**src/rtl/asd_pkg.sv**
```systemverilog
// ----------------------------------------------------------------------------
// Adaptive silence detector package
// Shared widths, constants, types and the loudness breakpoint table.
// ----------------------------------------------------------------------------
package asd_pkg;

	localparam int ENERGY_W      = 16;
	localparam int RAW_IDX_W     = ENERGY_W - 3;
	localparam int LOUD_W        = 8;
	localparam int THRESH_W      = 9;
	localparam int PAROLE_W      = 8;
	localparam int EVAL_W        = 10;
	localparam int CNT_W         = 11;
	localparam int CFG_IDX_W     = 1;
	localparam int CFG_DATA_W    = 10;

	localparam int VU_TABLE_DEPTH_DEF = 4096;
	localparam int VU_TABLE_DEPTH_MAX = 8192;

	localparam int LOUD_LEVELS = 256;
	localparam int LOUD_TOP    = 254;
	localparam int BP_W        = 14;

	localparam logic [THRESH_W-1:0] THRESH_MAX = 9'd511;
	localparam logic [CNT_W-1:0]    CNT_MAX    = 11'd2047;

	localparam logic [PAROLE_W-1:0] PAROLE_RST = 8'd6;
	localparam logic [EVAL_W-1:0]   EVAL_RST   = 10'd24;

	localparam int MID_DEPTH = 4;
	localparam int OUT_DEPTH = 2;

	typedef enum logic [CFG_IDX_W-1:0] {
		CFG_PAROLE = 1'd0,
		CFG_EVAL   = 1'd1
	} cfg_reg_t;

	typedef struct packed {
		logic              restart;
		logic [LOUD_W-1:0] loud;
	} mid_item_t;

	typedef struct packed {
		logic                silent;
		logic [THRESH_W-1:0] threshold;
		logic                in_parole;
	} res_item_t;

	typedef logic [BP_W-1:0] bp_tab_t [0:LOUD_LEVELS-1];

	// Entry k holds the first table index whose loudness is at least k.
	// Levels that are never reached hold all ones, above every index.
	function automatic bp_tab_t loud_bp_build();
		bp_tab_t      bp;
		logic [63:0]  term;
		logic [63:0]  c;
		logic [63:0]  e;
		logic [127:0] prod;
		logic [127:0] lhs;
		logic [127:0] rhs;
		logic         more;
		int unsigned  n;
		int unsigned  i;
		int unsigned  k;
		for (int j = 0; j < LOUD_LEVELS; j++) begin
			bp[j] = '1;
		end
		bp[0] = '0;
		term = 64'h8000_0000_0000_0000;
		c = term;
		n = 1;
		while (term != 64'd0) begin
			term = term / 64'(125 * n);
			c = c + term;
			n++;
		end
		e = 64'd1 << 53;
		k = 0;
		i = 1;
		while (k < LOUD_TOP && i < VU_TABLE_DEPTH_MAX) begin
			prod = 128'(e) * 128'(c);
			e = prod[126:63];
			more = 1'b1;
			while (more && k < LOUD_TOP) begin
				lhs = 128'(e) * 128'(LOUD_TOP - k);
				rhs = 128'(256 + k) << 53;
				if (lhs >= rhs) begin
					k++;
					bp[k] = BP_W'(i);
				end else begin
					more = 1'b0;
				end
			end
			i++;
		end
		return bp;
	endfunction

	localparam bp_tab_t LOUD_BP = loud_bp_build();

endpackage

```
**src/rtl/asd_fifo.sv**
```systemverilog
// ----------------------------------------------------------------------------
// Small register queue
// Holds a few beats between two sides so that each may stall on its own.
// ----------------------------------------------------------------------------
module asd_fifo #(
	parameter int WIDTH = 8,
	parameter int DEPTH = 2
) (
	input  logic             clk,
	input  logic             arst_n,
	input  logic             push,
	input  logic [WIDTH-1:0] wdata,
	output logic             full,
	input  logic             pop,
	output logic [WIDTH-1:0] rdata,
	output logic             empty
);

	localparam int PTR_W = (DEPTH > 1) ? $clog2(DEPTH) : 1;
	localparam int CNT_W = $clog2(DEPTH + 1);

	logic [WIDTH-1:0] mem_q [DEPTH];
	logic [PTR_W-1:0] wptr_q;
	logic [PTR_W-1:0] rptr_q;
	logic [CNT_W-1:0] count_q;
	logic             do_push;
	logic             do_pop;

	assign full    = (count_q == CNT_W'(DEPTH));
	assign empty   = (count_q == '0);
	assign do_push = push && !full;
	assign do_pop  = pop && !empty;
	assign rdata   = mem_q[rptr_q];

	always_ff @(posedge clk) begin
		if (do_push) begin
			mem_q[wptr_q] <= wdata;
		end
	end

	always_ff @(posedge clk or negedge arst_n) begin
		if (!arst_n) begin
			wptr_q  <= '0;
			rptr_q  <= '0;
			count_q <= '0;
		end else begin
			if (do_push) begin
				wptr_q <= (wptr_q == PTR_W'(DEPTH - 1)) ? '0 : wptr_q + 1'b1;
			end
			if (do_pop) begin
				rptr_q <= (rptr_q == PTR_W'(DEPTH - 1)) ? '0 : rptr_q + 1'b1;
			end
			if (do_push && !do_pop) begin
				count_q <= count_q + 1'b1;
			end else if (do_pop && !do_push) begin
				count_q <= count_q - 1'b1;
			end
		end
	end

endmodule

```
**src/rtl/asd_front.sv**
```systemverilog
// ----------------------------------------------------------------------------
// Adaptive silence detector front end
// Takes beats in, saturates the table index and finds the loudness by a
// pipelined binary search over the breakpoint table, one bit per stage.
// ----------------------------------------------------------------------------
module asd_front #(
	parameter int VU_TABLE_DEPTH = asd_pkg::VU_TABLE_DEPTH_DEF
) (
	input  logic                          clk,
	input  logic                          arst_n,
	input  logic                          push,
	output logic                          full,
	input  logic [asd_pkg::ENERGY_W-1:0]  energy,
	input  logic                          restart,
	output logic                          mid_push,
	output asd_pkg::mid_item_t            mid_item,
	input  logic                          mid_full
);

	import asd_pkg::*;

	localparam int IDX_W  = $clog2(VU_TABLE_DEPTH);
	localparam int STAGES = LOUD_W;

	logic [RAW_IDX_W-1:0] raw_idx;
	logic [IDX_W-1:0]     sat_idx;
	logic                 advance;

	logic              srch_vld_s [STAGES+1];
	logic [IDX_W-1:0]  srch_idx_s [STAGES+1];
	logic [LOUD_W-1:0] srch_m_s   [STAGES+1];
	logic              srch_rst_s [STAGES+1];

	assign raw_idx = energy[ENERGY_W-1:3];
	assign sat_idx = (raw_idx > RAW_IDX_W'(VU_TABLE_DEPTH - 1)) ?
		IDX_W'(VU_TABLE_DEPTH - 1) : IDX_W'(raw_idx);

	assign advance  = !(srch_vld_s[STAGES] && mid_full);
	assign full     = !advance;
	assign mid_push = srch_vld_s[STAGES] && !mid_full;
	assign mid_item = '{restart: srch_rst_s[STAGES], loud: srch_m_s[STAGES]};

	always_ff @(posedge clk or negedge arst_n) begin
		if (!arst_n) begin
			for (int j = 0; j <= STAGES; j++) begin
				srch_vld_s[j] <= 1'b0;
			end
		end else if (advance) begin
			srch_vld_s[0] <= push;
			for (int j = 1; j <= STAGES; j++) begin
				srch_vld_s[j] <= srch_vld_s[j-1];
			end
		end
	end

	always_ff @(posedge clk) begin
		if (advance) begin
			srch_idx_s[0] <= sat_idx;
			srch_m_s[0]   <= '0;
			srch_rst_s[0] <= restart;
		end
	end

	for (genvar g = 1; g <= STAGES; g++) begin : g_step
		localparam int BIT = STAGES - g;

		logic [LOUD_W-1:0] cand;
		logic              hit;

		assign cand = srch_m_s[g-1] | LOUD_W'(1 << BIT);
		assign hit  = LOUD_BP[cand] <= BP_W'(srch_idx_s[g-1]);

		always_ff @(posedge clk) begin
			if (advance) begin
				srch_idx_s[g] <= srch_idx_s[g-1];
				srch_m_s[g]   <= hit ? cand : srch_m_s[g-1];
				srch_rst_s[g] <= srch_rst_s[g-1];
			end
		end
	end

endmodule

```
**src/rtl/asd_back.sv**
```systemverilog
// ----------------------------------------------------------------------------
// Adaptive silence detector back end
// Applies each loudness beat to the threshold state: learning during the
// parole period, window statistics and adaptation afterwards.
// ----------------------------------------------------------------------------
module asd_back (
	input  logic                          clk,
	input  logic                          arst_n,
	input  logic [asd_pkg::PAROLE_W-1:0]  learn_items,
	input  logic [asd_pkg::EVAL_W-1:0]    window_items,
	input  logic                          mid_empty,
	input  asd_pkg::mid_item_t            mid_item,
	output logic                          mid_pop,
	input  logic                          res_full,
	output logic                          res_push,
	output asd_pkg::res_item_t            res_item
);

	import asd_pkg::*;

	logic [THRESH_W-1:0] thresh_q;
	logic [PAROLE_W-1:0] parole_cnt_q;
	logic [EVAL_W-1:0]   window_cnt_q;
	logic [CNT_W-1:0]    below_cnt_q;
	logic [CNT_W-1:0]    above_cnt_q;
	logic [LOUD_W-1:0]   below_max_q;

	logic [THRESH_W-1:0] th;
	logic [PAROLE_W-1:0] pc;
	logic [EVAL_W-1:0]   wc;
	logic [CNT_W-1:0]    bc;
	logic [CNT_W-1:0]    ac;
	logic [LOUD_W-1:0]   bm;
	logic [THRESH_W-1:0] m9;

	logic [THRESH_W-1:0] th_n;
	logic [PAROLE_W-1:0] pc_n;
	logic [EVAL_W-1:0]   wc_n;
	logic [CNT_W-1:0]    bc_n;
	logic [CNT_W-1:0]    ac_n;
	logic [LOUD_W-1:0]   bm_n;
	logic                parole;

	logic [THRESH_W:0]   learn_t;
	logic [THRESH_W:0]   diff;
	logic [THRESH_W:0]   avg;
	logic [THRESH_W:0]   step;
	logic [CNT_W-1:0]    eval_w;

	assign mid_pop  = !mid_empty && !res_full;
	assign res_push = mid_pop;

	always_comb begin
		th = mid_item.restart ? '0 : thresh_q;
		pc = mid_item.restart ? '0 : parole_cnt_q;
		wc = mid_item.restart ? '0 : window_cnt_q;
		bc = mid_item.restart ? '0 : below_cnt_q;
		ac = mid_item.restart ? '0 : above_cnt_q;
		bm = mid_item.restart ? '0 : below_max_q;
		m9 = THRESH_W'(mid_item.loud);

		th_n = th;
		pc_n = pc;
		wc_n = wc;
		bc_n = bc;
		ac_n = ac;
		bm_n = bm;
		parole = pc < learn_items;
		eval_w = CNT_W'(window_items);

		diff = (THRESH_W + 1)'(m9) - (THRESH_W + 1)'(th);
		if (m9 > th) begin
			learn_t = (THRESH_W + 1)'(m9) + (diff >> 1);
		end else begin
			learn_t = (((THRESH_W + 1)'(m9) + (THRESH_W + 1)'(th)) >> 1) + 1'b1;
		end
		if (learn_t < (THRESH_W + 1)'(m9)) begin
			learn_t = (THRESH_W + 1)'(m9);
		end

		avg  = '0;
		step = '0;

		if (parole) begin
			th_n = (learn_t > (THRESH_W + 1)'(THRESH_MAX)) ? THRESH_MAX : learn_t[THRESH_W-1:0];
			pc_n = pc + 1'b1;
		end else begin
			if (m9 > th) begin
				if (ac < CNT_MAX) begin
					ac_n = ac + 1'b1;
				end
			end else if (m9 < th) begin
				if (mid_item.loud > bm) begin
					bm_n = mid_item.loud;
				end
				if (bc < CNT_MAX) begin
					bc_n = bc + 1'b1;
				end
			end
			if (wc == window_items) begin
				avg  = (((THRESH_W + 1)'(th) + (THRESH_W + 1)'(bm_n)) >> 1) + 1'b1;
				step = (THRESH_W + 1)'(th) + 1'b1;
				if (bc_n == eval_w) begin
					th_n = (avg > (THRESH_W + 1)'(THRESH_MAX)) ? THRESH_MAX : avg[THRESH_W-1:0];
				end else if (ac_n == eval_w || bc_n > ac_n) begin
					th_n = (step > (THRESH_W + 1)'(THRESH_MAX)) ? THRESH_MAX : step[THRESH_W-1:0];
				end
				wc   = '0;
				bm_n = '0;
				bc_n = '0;
				ac_n = '0;
			end
			wc_n = wc + 1'b1;
		end

		res_item = '{silent: m9 < th_n, threshold: th_n, in_parole: parole};
	end

	always_ff @(posedge clk or negedge arst_n) begin
		if (!arst_n) begin
			thresh_q     <= '0;
			parole_cnt_q <= '0;
			window_cnt_q <= '0;
			below_cnt_q  <= '0;
			above_cnt_q  <= '0;
			below_max_q  <= '0;
		end else if (mid_pop) begin
			thresh_q     <= th_n;
			parole_cnt_q <= pc_n;
			window_cnt_q <= wc_n;
			below_cnt_q  <= bc_n;
			above_cnt_q  <= ac_n;
			below_max_q  <= bm_n;
		end
	end

endmodule

```
**src/rtl/adaptive_silence_detector_top.sv**
```systemverilog
// ----------------------------------------------------------------------------
// Adaptive silence detector
// Marks audio blocks as silent against a threshold that adapts to the
// loudness of the stream.
// ----------------------------------------------------------------------------
// One block energy is accepted per clock cycle and one result leaves per
// cycle while the result side keeps popping. The energy is mapped to an
// 8-bit loudness by a nine-stage pipeline, an index register followed by
// eight stages that each settle one bit of the loudness; a four-beat queue
// then feeds the threshold logic, which handles one beat per cycle into a
// two-beat result queue. The loudness table needs no fill after reset, so
// the block accepts beats at once.
module adaptive_silence_detector_top #(
	parameter int VU_TABLE_DEPTH = asd_pkg::VU_TABLE_DEPTH_DEF
) (
	input  logic                            clk,
	input  logic                            arst_n,
	input  logic                            push,
	output logic                            full,
	input  logic [asd_pkg::ENERGY_W-1:0]    energy,
	input  logic                            restart,
	output logic                            empty,
	input  logic                            pop,
	output logic                            silent,
	output logic [asd_pkg::THRESH_W-1:0]    threshold,
	output logic                            in_parole,
	input  logic                            cfg_we,
	input  logic [asd_pkg::CFG_IDX_W-1:0]   cfg_index,
	input  logic [asd_pkg::CFG_DATA_W-1:0]  cfg_data
);

	import asd_pkg::*;

	logic [PAROLE_W-1:0] parole_q;
	logic [EVAL_W-1:0]   eval_q;

	logic       mid_push;
	logic       mid_full;
	logic       mid_pop;
	logic       mid_empty;
	mid_item_t  mid_in;
	mid_item_t  mid_out;
	logic       res_push;
	logic       res_full;
	res_item_t  res_in;
	res_item_t  res_out;

	always_ff @(posedge clk or negedge arst_n) begin
		if (!arst_n) begin
			parole_q <= PAROLE_RST;
			eval_q   <= EVAL_RST;
		end else if (cfg_we) begin
			unique case (cfg_reg_t'(cfg_index))
				CFG_PAROLE: parole_q <= cfg_data[PAROLE_W-1:0];
				CFG_EVAL:   eval_q   <= cfg_data[EVAL_W-1:0];
				default:    ;
			endcase
		end
	end

	asd_front #(
		.VU_TABLE_DEPTH(VU_TABLE_DEPTH)
	) u_front (
		.clk      (clk),
		.arst_n   (arst_n),
		.push     (push),
		.full     (full),
		.energy   (energy),
		.restart  (restart),
		.mid_push (mid_push),
		.mid_item (mid_in),
		.mid_full (mid_full)
	);

	asd_fifo #(
		.WIDTH($bits(mid_item_t)),
		.DEPTH(MID_DEPTH)
	) u_mid_fifo (
		.clk    (clk),
		.arst_n (arst_n),
		.push   (mid_push),
		.wdata  (mid_in),
		.full   (mid_full),
		.pop    (mid_pop),
		.rdata  (mid_out),
		.empty  (mid_empty)
	);

	asd_back u_back (
		.clk           (clk),
		.arst_n        (arst_n),
		.learn_items   (parole_q),
		.window_items  (eval_q),
		.mid_empty     (mid_empty),
		.mid_item      (mid_out),
		.mid_pop       (mid_pop),
		.res_full      (res_full),
		.res_push      (res_push),
		.res_item      (res_in)
	);

	asd_fifo #(
		.WIDTH($bits(res_item_t)),
		.DEPTH(OUT_DEPTH)
	) u_res_fifo (
		.clk    (clk),
		.arst_n (arst_n),
		.push   (res_push),
		.wdata  (res_in),
		.full   (res_full),
		.pop    (pop),
		.rdata  (res_out),
		.empty  (empty)
	);

	assign silent    = res_out.silent;
	assign threshold = res_out.threshold;
	assign in_parole = res_out.in_parole;

endmodule

```
**config.mk**
```make
export PLATFORM = sky130hd
export DESIGN_NAME = adaptive_silence_detector_top
export DESIGN_NICKNAME = d
export VERILOG_FILES = /design/src/rtl/asd_pkg.sv /design/src/rtl/asd_fifo.sv /design/src/rtl/asd_front.sv /design/src/rtl/asd_back.sv /design/src/rtl/adaptive_silence_detector_top.sv
export SDC_FILE = /design/constraint.sdc
export NUM_CORES = 1
export LEC_CHECK = 0
export BUFFER_PORTS_ARGS = -buffer_cell sky130_fd_sc_hd__buf_2
export CAP_MARGIN = 20
export CORE_MARGIN = 2
export CORE_UTILIZATION = 40
export DETAILED_ROUTE_END_ITERATION = 7
export SYNTH_ARGS = -nofsm -noshare
export SYNTH_HDL_FRONTEND = slang
export SYNTH_SLANG_ARGS = --single-unit
```
**constraint.sdc**
```tcl
create_clock -name clk -period 15.3 [get_ports clk]
set_input_delay 0.765 -clock clk [delete_from_list [all_inputs] [get_ports clk]]
set_output_delay 0.765 -clock clk [all_outputs]
set_load 0.05 [all_outputs]
```
Word-level counts from Yosys, hierarchy flattened
Memory sizes are Yosys's and may differ from the RTL's.
Index checks and enable logic that the tools add are counted.
Word-level totals
  register bits after elaboration: 95
  memories: 13
  input port bits: 33
  bits in read-only memories: 28672
  RAM bits: 247
  word-level logic and storage cells: 200
  output and inout port bits: 13
Operators by class
  reduce and logical (&&, ||, !) cells: 26
  add/subtract/negate cells: 19
  multiplexer cells: 74
  equality and inequality tests: 7
  bitwise operators: 9
  magnitude comparators: 29
Memory list
  (no name shown): depth 256, width 14, read ports 1, clocked after Yosys merged registers in 0, wr ports 0, RTL line asd_front.sv:71  | assign hit = LOUD_BP[cand] <= BP_W'(srch_idx_s[g-1]);
  (no name shown): depth 256, width 14, read ports 1, clocked after Yosys merged registers in 0, wr ports 0, RTL line asd_front.sv:71
  (no name shown): depth 256, width 14, read ports 1, clocked after Yosys merged registers in 0, wr ports 0, RTL line asd_front.sv:71
  (no name shown): depth 256, width 14, read ports 1, clocked after Yosys merged registers in 0, wr ports 0, RTL line asd_front.sv:71
  (no name shown): depth 256, width 14, read ports 1, clocked after Yosys merged registers in 0, wr ports 0, RTL line asd_front.sv:71
  (no name shown): depth 256, width 14, read ports 1, clocked after Yosys merged registers in 0, wr ports 0, RTL line asd_front.sv:71
  7 more memories
Operators by type and width (number)
  $mux W14: 16
  $mux W11: 13
  $le A14 B12 Y1: 8
  $mux W8: 10
  $ge A9 B9 Y1 const B: 8
  $mux W9: 8
  $not A8 Y9: 8
  $mux W10: 6
  $add A9 B1 Y10 const B: 3
  $gt A10 B9 Y1 const B: 3
  $add A11 B1 Y11 const B: 2
  $eq A11 B10 Y1: 2
  $lt A11 B11 Y1 const B: 2
  $add A8 B9 Y10: 2
  $lt A8 B9 Y1: 2
  $gt A13 B12 Y1 const B: 1
  $mux W12: 1
  $gt A11 B11 Y1: 1
  $logic_and A1 B1 Y1: 11
  $add A10 B1 Y10 const B: 1
  $add A9 B8 Y10: 1
  $eq A10 B10 Y1: 1
  $lt A10 B8 Y1: 1
  $mux W2: 5
  25 further kinds: 48

Longest topological paths before layout
An unclocked memory read counts as a cell.
  word-level depth: 15
  depth in mapped cells: 38
  depth with buffers taken out: 34

By module
Synthesis repeated with hierarchy kept, for this count alone.
Unflattened totals
  cell total of the unflattened synthesis: 2066
  area, all modules: 20569.7 µm²
By module, submodules not included
  asd_front: cells each 860, area an instance 9247.6 µm², seq. area each 4459.3 µm², instances 1
  asd_back: cells each 1030, area an instance 7883.8 µm², seq. area each 1426.4 µm², instances 1
  asd_fifo (u_mid_fifo): cells each 84, area an instance 1739.2 µm², seq. area each 1256.2 µm², instances 1
  asd_fifo (u_res_fifo): cells each 53, area an instance 1002.2 µm², seq. area each 760.7 µm², instances 1
  adaptive_silence_detector_top: cells each 39, area an instance 696.9 µm², seq. area each 455.4 µm², instances 1

Worst setup path before layout
No wires, ideal clock.
  path kind: flip-flop to flip-flop
  from: register u_mid_fifo.rptr_q[0]
  to: memory u_res_fifo.mem_q[0][10] (netlist name) (data pin)
  setup slack: 7.892 ns
  arrival: 7.215 ns
  clock period less this slack: 7.408 ns
  stages on the path, launching flop included: 33
  cell sequence: dfrtp_1 > buf_6 > mux2i_1 > mux2_2 > buf_1 > clkbuf_1 > buf_1 > buf_1 > clkbuf_1 > nand2_1 > ha_1 > nand4_1 > o21ai_0 > a21o_1 > clkbuf_1 > nand3_1 > o21ai_0 > ha_1 > a21o_1 > a41o_1 > and3_1 > a2111oi_4 > xnor2_1 > nand4_1 > or3_1 > a31oi_1 > inv_1 > o21a_1 > ha_1 > a21oi_1 > nor2_1 > o211a_1 > o32ai_1
RTL lines
  start: declaration: RTL line asd_fifo.sv:24  | logic [PTR_W-1:0] rptr_q;
  start signal: assignment: RTL line asd_fifo.sv:51  | rptr_q <= (rptr_q == PTR_W'(DEPTH - 1)) ? '0 : rptr_q + 1'b1;
  end: declaration: RTL line asd_fifo.sv:22  | logic [WIDTH-1:0] mem_q [DEPTH];

==> impl_metrics.toml <==
[placed_design]
place_congestion = 0.911
io_buffers = 42
pre_cts_ws_ps = 6560
hpwl_um = 36800

[logic_synthesis]
synthArstFlopShare = 0.323
synthXorXnorAreaFrac = 0.0291
synth-edff-count = 199
yosys_warnings = 0
synthSimpleGateAreaFrac = 0.168
synth_top_family_by_area = "compound AO/OA/AOI/OAI gates"
syn_nets = 2347
synth_area_mm2 = 0.0206
yosysTopAreaCell = "edfxtp_1"
yosys_most_used_dff = "edfxtp_1"
synth_common_cells = "nand2_1 (207), edfxtp_1 (199), ha_1 (179)"
synth_compound_area_frac = 0.191
synth_top_area_frac = 0.290
synth.area.top_cells = "edfxtp_1 (29%), dfrtp_1 (11%), ha_1 (11%)"
syn_area_per_cell_um2 = 9.68
syn_inst = 2130
synthAdderAreaFrac = 0.113
seq_area_frac_synth = 0.405
yosysMostFrequentCell = "nand2_1"
ys_ff_latch = 294
synth_cell_types = 102
muxShareOfSynthArea = 0.0441

[cells_and_area]
fill_cells = 4932
diodes = 0
area_delta_synth_final_pct = 9.15
nets = 2334
post-route-util = 0.440
drive_gt1_frac = 0.106

[clock_network]
cts_max_level = 2
clk_path_buf_depth = 3
cts_setup_buffers = 0
root_buffer = "clkbuf_16"
tritoncts_num_sinks = 294
clk_pin_slew_ps = 60
tritoncts = "done"
cts_resized = 0
cts-buffers-inserted = 35
clock_latency_ps = 550
ctsHoldBuffers = 0

[global_routing]
antenna_found_initial = 0
grt_max_degree = 84
first_global_vias = 15600
grt_usage = 0.192
grt_remaining_overflow = 0
grt_first_pass_wirelength_um = 82700

[die]
chipHeight_um = 231
die-area_mm2 = 0.0534
initial_core_util = 0.404
die_width_um = 231
fp-row-count = 83
core_mm2 = 0.0511
ioPinCount = 46

[sta]
min_period_ps = 8860
rsz0062_at_grt = "no"
fin_skew_ps = 25.9
setup_ws_ps = 6440
worst_slew_pin_slew_ps = 1060
hold_viol = 0
tns_ps = 0
finalMaxSlewViolations = 0
min_period_over_period = 0.579
max_freq_mhz = 113
finalSetupViolCount = 0
slew_headroom = 0.284

[worst_setup_path]
critPathMaxStageDelay_ps = 850
worstPathMaxFanout = 53
critPathSlowestCell = "dfrtp_1"
crit_type = "flip-flop to flip-flop"
cpMostUsedCell = "o21ai_0"
worstSetupEndpointType = "flip-flop"
cp-start-kind = "flip-flop"
required_ps = 15640
worstPathArrival_ps = 9190

[detailed_routing]
drt-pass1-iter-count = 5
drc = 0
ant_nets = 0
drt-initial-drc-count = 1062
dr_total_vias = 16200
routedWlPerCell_um = 18.1
drt-vias-per-instance = 5.74
wl_um = 51200

[flow_run]
max_cap_violations = 0

[hold_path]
hp-class = "input pin to asynchronous set/reset pin"

[run_status]
outcome = "completed"
==> state kept, by name (all words and copies together) (netlist names), 10 cells and up <==
register             cells
u_res_fifo.mem_q        22
u_back.window_cnt_q     10
u_front.srch_m_s        36
u_back.below_cnt_q      11
u_front.srch_idx_s      96
eval_q                  10
u_back.above_cnt_q      11
u_mid_fifo.mem_q        36
==> path summary, 6_finish.rpt <==
path                                     startpoint                  endpoint  slack (ps)  cells after the start
max                            u_mid_fifo.rptr_q[0]   u_res_fifo.mem_q[0][10]        6440                     30
min                                          arst_n     u_back.below_max_q[2]         150                      1
max reg2reg                    u_mid_fifo.rptr_q[0]   u_res_fifo.mem_q[0][10]        6440                     30
min reg2reg                u_front.srch_rst_s[0][7]  u_front.srch_rst_s[0][8]         420                      0
max in group asynchronous                    arst_n     u_back.below_max_q[0]       13860                      2
min in group clk                            restart  u_front.srch_rst_s[0][0]         390                      1
==> routing by layer <==
layer,up-vias,track usage,wire length (um)
li1,7892,-,-
met1,7809,0.259,23200
met2,433,0.313,23900
met3,83,0.0330,2900
met4,0,0.0627,1270
met5,-,0,0
==> cell usage in the layout, fill, tap and decap left out, drive strengths merged, types with 48 or more instances in the layout <==
master,n
a21oi,115
clkbuf,50
nand3,48
dfrtp,91
ha,179
o21ai,156
inv,149
nand2,207
nor2b,49
edfxtp,199
nor2,125
buf,60
==> cell families after synthesis <==
| family | after synthesis |
|---|---|
| multiplexers | 71 |
| adder cells (fa/ha/maj) | 184 |
| flip-flops | 294 |
| XOR/XNOR | 66 |
| buffers and inverters | 258 |
| AO/OA/AOI/OAI | 580 |
| AND/OR/NAND/NOR | 677 |
==> critical path: cells and delay by family (launching register included) <==
family	cells	cell delay, ps
AOI/OAI and AO/OA	13	3680
xor gates and xnor gates	1	140
adders and majority gates	4	1240
buffers and inverters	1	540
DFF	1	850
muxes	2	420
and+or+nand+nor	9	1720
==> area by class of cell <==
cell class | count | area, um^2 | area share
clock inverter | 14 | 134 | 0.00595
tap | 680 | 851 | 0.0378
timing repair buffer | 60 | 348 | 0.0155
multi-input combinational | 1578 | 11300 | 0.501
clock buffer | 50 | 983 | 0.0437
inverter | 148 | 561 | 0.0249
sequential | 294 | 8360 | 0.371
==> per-stage QoR <==
| step | cells | area, um^2 | hold slack [ps] |
|---|---|---|---|
| after detailed placement | 2760 | 21400 | 405 |
| after CTS | 2824 | 22500 | 128 |
| final | 2824 | 22500 | 148 |
| after global routing | 2824 | 22500 | 158 |
| after global placement | 2760 | 21400 | 403 |
| after floorplan | 2130 | 20600 | 400 |
Power is not shown: default switching activity piles up to over one toggle a cycle in this logic, so the estimate is an artifact.
